[src/hw/rtl/s2c_pkg.sv]
// shared types, constants and helpers for the spherical to cartesian converter
// no dependencies; compile first

package s2c_pkg;

    localparam int RA_W   = 20;
    localparam int RHO_W  = 17;
    localparam int POS_W  = 18;

    typedef logic signed [RA_W-1:0]  t_angle;
    typedef logic        [RHO_W-1:0] t_radius;
    typedef logic signed [POS_W-1:0] t_pos;

    localparam int OUT_MAX = 131071;
    localparam int OUT_MIN = -131072;

    // arctangent table, atan(2^-i) at 32 fraction bits
    localparam int ATAN_ENTRIES = 24;
    localparam logic [31:0] ATAN_Q32 [ATAN_ENTRIES] = '{
        32'd3373259426, 32'd1991351318, 32'd1052175346, 32'd534100635,
        32'd268086748,  32'd134174063,  32'd67103403,   32'd33553749,
        32'd16777131,   32'd8388597,    32'd4194303,    32'd2097152,
        32'd1048576,    32'd524288,     32'd262144,     32'd131072,
        32'd65536,      32'd32768,      32'd16384,      32'd8192,
        32'd4096,       32'd2048,       32'd1024,       32'd512
    };

    // cordic gain for unlimited stages, 32 fraction bits
    localparam logic signed [32:0] K_Q32       = 33'sd2608131496;
    localparam logic signed [39:0] PI_Q32      = 40'sd13493037705;
    localparam logic signed [39:0] HALF_PI_Q32 = 40'sd6746518852;
    localparam logic signed [39:0] TWO_PI_Q32  = 40'sd26986075409;

    // round a 32 fraction bit constant to frac fraction bits, ties up
    function automatic logic signed [39:0] round_q32(input logic signed [39:0] c,
                                                     input int frac);
        logic signed [39:0] half;
        half = 40'sd1 <<< (31 - frac);
        return (c + half) >>> (32 - frac);
    endfunction

endpackage

[src/hw/rtl/s2c_cell.sv]
// one cordic rotation cell: a shift-add micro-rotation with its own registers
// depends on s2c_pkg

module s2c_cell #(
    parameter int STAGE     = 0,
    parameter int FRAC_BITS = 16,
    parameter int W_XY      = 20,
    parameter int W_ANG     = 21,
    parameter int SIDE_W    = 1
) (
    input  logic                    i_clk,
    input  logic                    i_rst_n,
    input  logic                    i_en,
    input  logic                    i_valid,
    input  logic signed [W_XY-1:0]  i_x,
    input  logic signed [W_XY-1:0]  i_y,
    input  logic signed [W_ANG-1:0] i_z,
    input  logic [SIDE_W-1:0]       i_side,
    output logic                    o_valid,
    output logic signed [W_XY-1:0]  o_x,
    output logic signed [W_XY-1:0]  o_y,
    output logic signed [W_ANG-1:0] o_z,
    output logic [SIDE_W-1:0]       o_side
);
    import s2c_pkg::*;

    logic signed [W_XY-1:0]  n_x;
    logic signed [W_XY-1:0]  n_y;
    logic signed [W_ANG-1:0] n_z;

    logic                    r_valid;
    logic signed [W_XY-1:0]  r_x;
    logic signed [W_XY-1:0]  r_y;
    logic signed [W_ANG-1:0] r_z;
    logic [SIDE_W-1:0]       r_side;

    generate
        if (STAGE < ATAN_ENTRIES) begin : g_rot
            localparam logic signed [39:0] T_WIDE =
                round_q32($signed({8'd0, ATAN_Q32[STAGE]}), FRAC_BITS);
            localparam logic signed [W_ANG-1:0] T_F = T_WIDE[W_ANG-1:0];

            logic signed [W_XY-1:0] w_xs;
            logic signed [W_XY-1:0] w_ys;

            always_comb begin
                w_xs = i_x >>> STAGE;
                w_ys = i_y >>> STAGE;
                if (!i_z[W_ANG-1]) begin
                    n_x = i_x - w_ys;
                    n_y = i_y + w_xs;
                    n_z = i_z - T_F;
                end else begin
                    n_x = i_x + w_ys;
                    n_y = i_y - w_xs;
                    n_z = i_z + T_F;
                end
            end
        end else begin : g_pass
            // past the end of the angle table a stage changes nothing
            assign n_x = i_x;
            assign n_y = i_y;
            assign n_z = i_z;
        end
    endgenerate

    always_ff @(posedge i_clk) begin
        if (!i_rst_n) begin
            r_valid <= 1'b0;
        end else if (i_en) begin
            r_valid <= i_valid;
        end
    end

    always_ff @(posedge i_clk) begin
        if (i_en) begin
            r_x    <= n_x;
            r_y    <= n_y;
            r_z    <= n_z;
            r_side <= i_side;
        end
    end

    assign o_valid = r_valid;
    assign o_x     = r_x;
    assign o_y     = r_y;
    assign o_z     = r_z;
    assign o_side  = r_side;

endmodule

[src/hw/rtl/s2c_chain.sv]
// one cordic rotation: gain pre-scale (multiply, then round) and a row of cells
// depends on s2c_pkg and s2c_cell

module s2c_chain #(
    parameter int STAGES    = 16,
    parameter int FRAC_BITS = 16,
    parameter int W_XY      = 20,
    parameter int W_ANG     = 21,
    parameter int SIDE_W    = 1
) (
    input  logic                    i_clk,
    input  logic                    i_rst_n,
    input  logic                    i_en,
    input  logic                    i_valid,
    input  logic signed [W_XY-1:0]  i_x0,
    input  logic signed [W_ANG-1:0] i_ang,
    input  logic [SIDE_W-1:0]       i_side,
    output logic                    o_valid,
    output logic signed [W_XY-1:0]  o_x,
    output logic signed [W_XY-1:0]  o_y,
    output logic [SIDE_W-1:0]       o_side
);
    import s2c_pkg::*;

    localparam int W_P = W_XY + 33;
    localparam logic signed [W_P-1:0] HALF_Q32 = W_P'(1) <<< 31;

    // gain multiply stage
    logic                    r_m_valid;
    logic signed [W_P-1:0]   r_m_prod;
    logic signed [W_ANG-1:0] r_m_ang;
    logic [SIDE_W-1:0]       r_m_side;
    logic signed [W_P-1:0]   n_m_prod;

    // rounding stage
    logic                    r_s_valid;
    logic signed [W_XY-1:0]  r_s_x;
    logic signed [W_ANG-1:0] r_s_ang;
    logic [SIDE_W-1:0]       r_s_side;
    logic signed [W_P-1:0]   w_round;
    logic signed [W_P-1:0]   w_shift;
    logic signed [W_XY-1:0]  n_s_x;

    assign n_m_prod = i_x0 * K_Q32;
    assign w_round  = r_m_prod + HALF_Q32;
    assign w_shift  = w_round >>> 32;
    assign n_s_x    = w_shift[W_XY-1:0];

    always_ff @(posedge i_clk) begin
        if (!i_rst_n) begin
            r_m_valid <= 1'b0;
            r_s_valid <= 1'b0;
        end else if (i_en) begin
            r_m_valid <= i_valid;
            r_s_valid <= r_m_valid;
        end
    end

    always_ff @(posedge i_clk) begin
        if (i_en) begin
            r_m_prod <= n_m_prod;
            r_m_ang  <= i_ang;
            r_m_side <= i_side;
            r_s_x    <= n_s_x;
            r_s_ang  <= r_m_ang;
            r_s_side <= r_m_side;
        end
    end

    logic                    c_valid [STAGES+1];
    logic signed [W_XY-1:0]  c_x     [STAGES+1];
    logic signed [W_XY-1:0]  c_y     [STAGES+1];
    logic signed [W_ANG-1:0] c_z     [STAGES+1];
    logic [SIDE_W-1:0]       c_side  [STAGES+1];

    assign c_valid[0] = r_s_valid;
    assign c_x[0]     = r_s_x;
    assign c_y[0]     = '0;
    assign c_z[0]     = r_s_ang;
    assign c_side[0]  = r_s_side;

    generate
        for (genvar g = 0; g < STAGES; g++) begin : g_cell
            s2c_cell #(
                .STAGE     (g),
                .FRAC_BITS (FRAC_BITS),
                .W_XY      (W_XY),
                .W_ANG     (W_ANG),
                .SIDE_W    (SIDE_W)
            ) u_cell (
                .i_clk   (i_clk),
                .i_rst_n (i_rst_n),
                .i_en    (i_en),
                .i_valid (c_valid[g]),
                .i_x     (c_x[g]),
                .i_y     (c_y[g]),
                .i_z     (c_z[g]),
                .i_side  (c_side[g]),
                .o_valid (c_valid[g+1]),
                .o_x     (c_x[g+1]),
                .o_y     (c_y[g+1]),
                .o_z     (c_z[g+1]),
                .o_side  (c_side[g+1])
            );
        end
    endgenerate

    // residual angle of the last cell is not needed
    assign o_valid = c_valid[STAGES];
    assign o_x     = c_x[STAGES];
    assign o_y     = c_y[STAGES];
    assign o_side  = c_side[STAGES];

endmodule

[config.mk]
export PLATFORM = sky130hd
export DESIGN_NAME = s2c_chain
export DESIGN_NICKNAME = d
export VERILOG_FILES = /design/src/hw/rtl/s2c_pkg.sv /design/src/hw/rtl/s2c_cell.sv /design/src/hw/rtl/s2c_chain.sv
export SDC_FILE = /design/constraint.sdc
export NUM_CORES = 2
export LEC_CHECK = 0
export BUFFER_PORTS_ARGS = -buffer_cell sky130_fd_sc_hd__buf_2
export CELL_PAD_IN_SITES_DETAIL_PLACEMENT = 1
export CELL_PAD_IN_SITES_GLOBAL_PLACEMENT = 1
export CORE_ASPECT_RATIO = 0.6
export CORE_MARGIN = 4
export CORE_UTILIZATION = 53
export DETAILED_ROUTE_END_ITERATION = 8
export PLACE_DENSITY = 0.89
export SETUP_SLACK_MARGIN = 0.3
export SYNTH_ARGS = -nofsm -noshare
export SYNTH_HDL_FRONTEND = slang
export SYNTH_SLANG_ARGS = --single-unit
[constraint.sdc]
create_clock -name i_clk -period 9.52 [get_ports i_clk]
set_clock_uncertainty 0.15 [all_clocks]
set_input_delay 1.904 -clock i_clk [delete_from_list [all_inputs] [get_ports i_clk]]
set_output_delay 1.904 -clock i_clk [all_outputs]
set_load 0.05 [all_outputs]
=== Yosys cells after proc, flatten, opt, wreduce, memory -nomap -nowiden ===
Cells that the tools add are included.
Widths: inputs -> output; s select.

* Bits in registers: 1102
* Bits of input ports: 46
* Output and inout bits: 42
* Logic and storage cells: 226

* Add/sub/neg operators: 92
* $mul: 1
* Multiplexer cells: 46

{| class="wikitable"
|+ Operators with widths
! cell !! number
|-
| $mux 20 || 31
|-
| $mux 21 || 15
|-
| $add 52x33->52 const B || 1
|-
| $mul 20x30->49 const B || 1
|-
| $add 21x12->21 const B || 2
|-
| $sub 21x12->21 const B || 2
|-
| $add 20x10->20 || 2
|-
| $add 20x11->20 || 2
|-
| $add 20x12->20 || 2
|-
| $add 20x13->20 || 2
|-
| $add 20x14->20 || 2
|-
| $add 20x15->20 || 2
|-
| $add 20x16->20 || 2
|-
| $add 20x17->20 || 2
|-
| $add 20x18->20 || 2
|-
| $add 20x19->20 || 2
|-
| $add 20x5->20 || 2
|-
| $add 20x6->20 || 2
|-
| $add 20x7->20 || 2
|-
| $add 20x8->20 || 2
|-
| $add 20x9->20 || 2
|-
| $sub 20x10->20 || 2
|-
| $sub 20x11->20 || 2
|-
| $sub 20x12->20 || 2
|-
| 39 further kinds || 51
|}

=== Logic depth before layout (Yosys ltp) ===
* Depth in word-level cells: 2
* Gate-level depth with buffers: 23
* Mapped depth without buffers: 23

=== Hierarchy ===
From an unflattened synthesis, not the netlist that was laid out.

* Cell total of the unflattened synthesis: 9707
* Area total of the unflattened synthesis: 96590.1 µm²

{| class="wikitable"
|+ By module, submodules not included
! module !! instances !! cells each !! area an instance (µm²) !! seq. area each (µm²)
|-
| s2c_chain || 1 || 1162 || 13088.8 || 2592.5
|-
| s2c_cell at g_cell[0].u_cell || 1 || 636 || 5763.0 || 1851.8
|-
| s2c_cell at g_cell[2].u_cell || 1 || 583 || 5535.3 || 1881.8
|-
| s2c_cell at g_cell[1].u_cell || 1 || 570 || 5490.3 || 1881.8
|-
| s2c_cell at g_cell[4].u_cell || 1 || 563 || 5450.2 || 1881.8
|-
| s2c_cell at g_cell[3].u_cell || 1 || 567 || 5422.7 || 1881.8
|-
| s2c_cell at g_cell[5].u_cell || 1 || 562 || 5420.2 || 1881.8
|-
| s2c_cell at g_cell[14].u_cell || 1 || 534 || 5215.0 || 1881.8
|-
| s2c_cell at g_cell[15].u_cell || 1 || 531 || 5201.2 || 1881.8
|-
| s2c_cell at g_cell[11].u_cell || 1 || 526 || 5200.0 || 1881.8
|-
| s2c_cell at g_cell[13].u_cell || 1 || 534 || 5139.9 || 1881.8
|-
| s2c_cell at g_cell[12].u_cell || 1 || 521 || 5064.9 || 1881.8
|-
| s2c_cell at g_cell[9].u_cell || 1 || 501 || 5024.8 || 1881.8
|-
| s2c_cell at g_cell[8].u_cell || 1 || 490 || 4983.5 || 1881.8
|-
| +3 rows || - || - || - || -
|}

=== Worst setup path before layout ===
No wires, ideal clock.

* Kind: input to register
* Start: in i_x0[11]
* End: reg r_m_prod[42], data pin
* Setup time: 258 ps
* Arrival time: 7626 ps
* Data required time: 9112 ps
* Slack: 1487 ps
* Stages on the path: 19
* Buffers on the path: 0
* Cell sequence: fa_1 > inv_1 > fa_1 > fa_1 > inv_1 > fa_1 > fa_1 > fa_1 > fa_1 > ha_1 > nand2_1 > o21ai_0 > o21ai_0 > a2111oi_2 > o211ai_1 > a21boi_1 > nor4_1 > or3_1 > xnor2_1

* Word-level cells in the longest chain between the ends: 1

{| class="wikitable"
|+ RTL lines
! item !! RTL line !! RTL
|-
| start, declared || s2c_chain.sv:15 || <nowiki>input logic signed [W_XY-1:0] i_x0,</nowiki>
|-
| $mul 20x30->49 || s2c_chain.sv:44 || <nowiki>assign n_m_prod = i_x0 * K_Q32;</nowiki>
|-
| net n_m_prod[42] || s2c_chain.sv:33 || <nowiki>logic signed [W_P-1:0] n_m_prod;</nowiki>
|-
| end signal, assigned || s2c_chain.sv:61 || <nowiki>r_m_prod <= n_m_prod;</nowiki>
|-
| end, declared || s2c_chain.sv:30 || <nowiki>logic signed [W_P-1:0] r_m_prod;</nowiki>
|}

The timed path passes the listed nets, and every way through them passes these cells.
A chain may end at the register's enable or synchronous reset.

=== Worst setup path after layout ===
* Start: in i_x0[8]
* End: reg r_m_prod[48], data pin

The elaborated chain is that of the path after synthesis.

==> flow_summary.json <==
{
  "grt_max_degree": 173,
  "grt_pass1_vias": 68300,
  "period_needed_ns": 8.60,
  "worstPathMaxFanout": 6,
  "dp_hpwl_um": 199000,
  "clock_path_buffers": 3,
  "synth_edf_count": 1017,
  "grt_pass1_wl_um": 401000,
  "period_share_pct": 90.4,
  "required_ns": 9.85,
  "area_growth_pct": 7.83,
  "grt_antenna_before_repair": 8,
  "synth_flop_cell": "edfxtp_1",
  "drtAntennaViolNets": 0,
  "syn_avg_cell_area_um2": 10.4,
  "cts.clk_slew.worst_paths_ns": 0.06,
  "cap_violations": 0,
  "synth.net_count": 9453,
  "vias": 65400,
  "place_ws_ns": 0.227,
  "root_buffer": "clkbuf_16",
  "mostFrequentLayoutCell": "ha_1",
  "hold_path_class": "reg -> reg",
  "crit_path_end_kind": "register",
  "pin_count": 88,
  "post_synth_num_cell_types": 79,
  "synthArstFlopShare_pct": 0,
  "drv_slew": 0,
  "die_width_um": 521,
  "grt_overflow": 0,
  "slew_headroom_pct": 14.4,
  "cts_resized": 0,
  "synthCells": 8061,
  "worst_setup_path_start_kind": "input pin",
  "final_cell_mix": "ha_1 (1070), edfxtp_1 (1017), xnor2_1 (721)",
  "die_y_um": 316,
  "gp_congestion": 0.962,
  "initial_utilization_pct": 53.6,
  "placementRows": 112,
  "dieArea_mm2": 0.164,
  "numCtsBuffers": 107,
  "rsz0062_at_grt": "false",
  "drc": 0,
  "drt-pass1-iter-count": 5,
  "arrival_ns": 8.93,
  "syn_area_mm2": 0.0837,
  "fillCellCount": 17000,
  "grt_usage_pct": 30.9,
  "finalWorstSetupSlack_ns": 0.918,
  "core_area_mm2": 0.156,
  "drt-initial-drc-count": 7356,
  "wl_um": 258000,
  "setup_tns_ns": 0,
  "ys_seq_area_share_pct": 36.9,
  "ys_ff_latch": 1035,
  "postCtsSetupBuffers": 0,
  "fin_nets": 9579,
  "hold_viol": 0,
  "setup_viol": 0,
  "fin_util_pct": 57.8,
  "synth_warnings": 0,
  "clock-sinks": 1035,
  "drive_gt1_share_pct": 4.53,
  "tritoncts": "yes",
  "port_buffers": 87,
  "vias_per_cell": 6.30,
  "run_status": "finished clean",
  "clk_latency_ns": 0.78,
  "htree_levels": 3,
  "cts_hold_buf": 0,
  "max_freq_mhz": 116,
  "critPathKind": "in -> reg",
  "worstMarginPinSlew_ns": 1.28,
  "routedWlPerCell_um": 24.9
}
synthesized netlist by cell type, types with 79 or more instances:
cell type,count,share of area [%]
ha_1,1070,16
edfxtp_1,1017,37
xnor2_1,721,7.5
inv_1,701,3.1
a21oi_1,662,4.0
nor2_1,576,2.6
nand2_1,375,1.7
xor2_1,325,3.4
o21ai_0,324,1.9
fa_1,276,6.6
nor3_1,253,1.5
a21o_1,220,2.0
nand3_1,179,1.1
and3_1,111,0.83
or3_1,111,0.83
nor2b_1,96,0.72
o21bai_1,79,0.71
path summary, 6_finish.rpt:
path | startpoint | end | slack (ns) | depth (start not counted)
setup / recovery | i_x0[8] | r_m_prod[48] | 0.92 | 23
hold / removal | r_s_ang[0] | g_cell[0].u_cell.o_z[0] | 0.23 | 0
setup reg to reg | g_cell[9].u_cell.o_z[20] | g_cell[10].u_cell.o_y[16] | 4.41 | 13
hold reg to reg | r_s_ang[0] | g_cell[0].u_cell.o_z[0] | 0.23 | 0
flip-flops by register name (all words and copies together), names as in the netlist, 16 cells and up:
name                   cells
r_s_x                     20
r_s_ang                   21
r_m_prod                  21
g_cell.u_cell.o_side      16
g_cell.u_cell.o_valid     16
g_cell.u_cell.o_x        319
r_m_ang                   21
g_cell.u_cell.o_y        320
g_cell.u_cell.o_z        277
layout make-up:
cell class	instances	area [um^2]	share of cell area [%]
Multi-Input combinational cell	6216	49600	55.0
Sequential cell	1035	30900	34.3
Clock buffer	126	2750	3.05
Inverter	703	2640	2.92
Tap cell	2109	2640	2.92
Clock inverter	67	925	1.02
Timing Repair Buffer	124	773	0.857
Antenna cell	2	5.00	0.00555
logic make-up (layout without fill, tap and decap cells):
| group | Yosys count | after routing | synth area share (%) |
|---|---|---|---|
| AOI/OAI and AO/OA | 1774 | 1774 | 13.3 |
| xor gates and xnor gates | 1047 | 1047 | 11.0 |
| adders and majority gates | 1346 | 1346 | 22.6 |
| buffers and inverters | 810 | 1020 | 3.81 |
| DFF | 1035 | 1035 | 36.9 |
| muxes | 69 | 69 | 0.881 |
| other | 0 | 2 | 0 |
| and+or+nand+nor | 1980 | 1980 | 11.5 |
metrics by stage:
step | instance area, um^2 | std cells | hold WS (ns)
finish | 90200 | 10400 | 0.231
detailed placement | 86500 | 10200 | 0.256
global placement | 86500 | 10200 | 0.252
global route | 90200 | 10400 | 0.251
CTS | 90200 | 10400 | 0.225
floorplan | 83700 | 8061 | 0.250
worst max-delay path: stages:
cell	delay (ns)
buf_2	0.16
fa_1	0.60
inv_1	0.07
fa_1	0.48
fa_1	0.62
fa_1	0.53
inv_1	0.05
fa_1	0.52
fa_1	0.57
inv_1	0.06
fa_1	0.53
inv_1	0.04
ha_1	0.20
a21oi_1	0.16
o21ai_0	0.14
o21ai_0	0.37
o21ai_0	0.26
buf_4	0.22
o211ai_1	0.45
a21oi_1	0.23
nor2_1	0.37
o311ai_0	0.21
xor2_1	0.18
metal layers:
layer | GRT usage [%] | routed length [um] | vias to the layer above
li1 | - | - | 29300
met4 | 5.27 | 4230 | 4
met1 | 46.4 | 118000 | 32900
met2 | 46.2 | 111000 | 2777
met3 | 6.98 | 25400 | 355
met5 | 0 | 28 | -
Power is not shown: default switching activity piles up to over one toggle a cycle in this logic, so the estimate is an artifact.
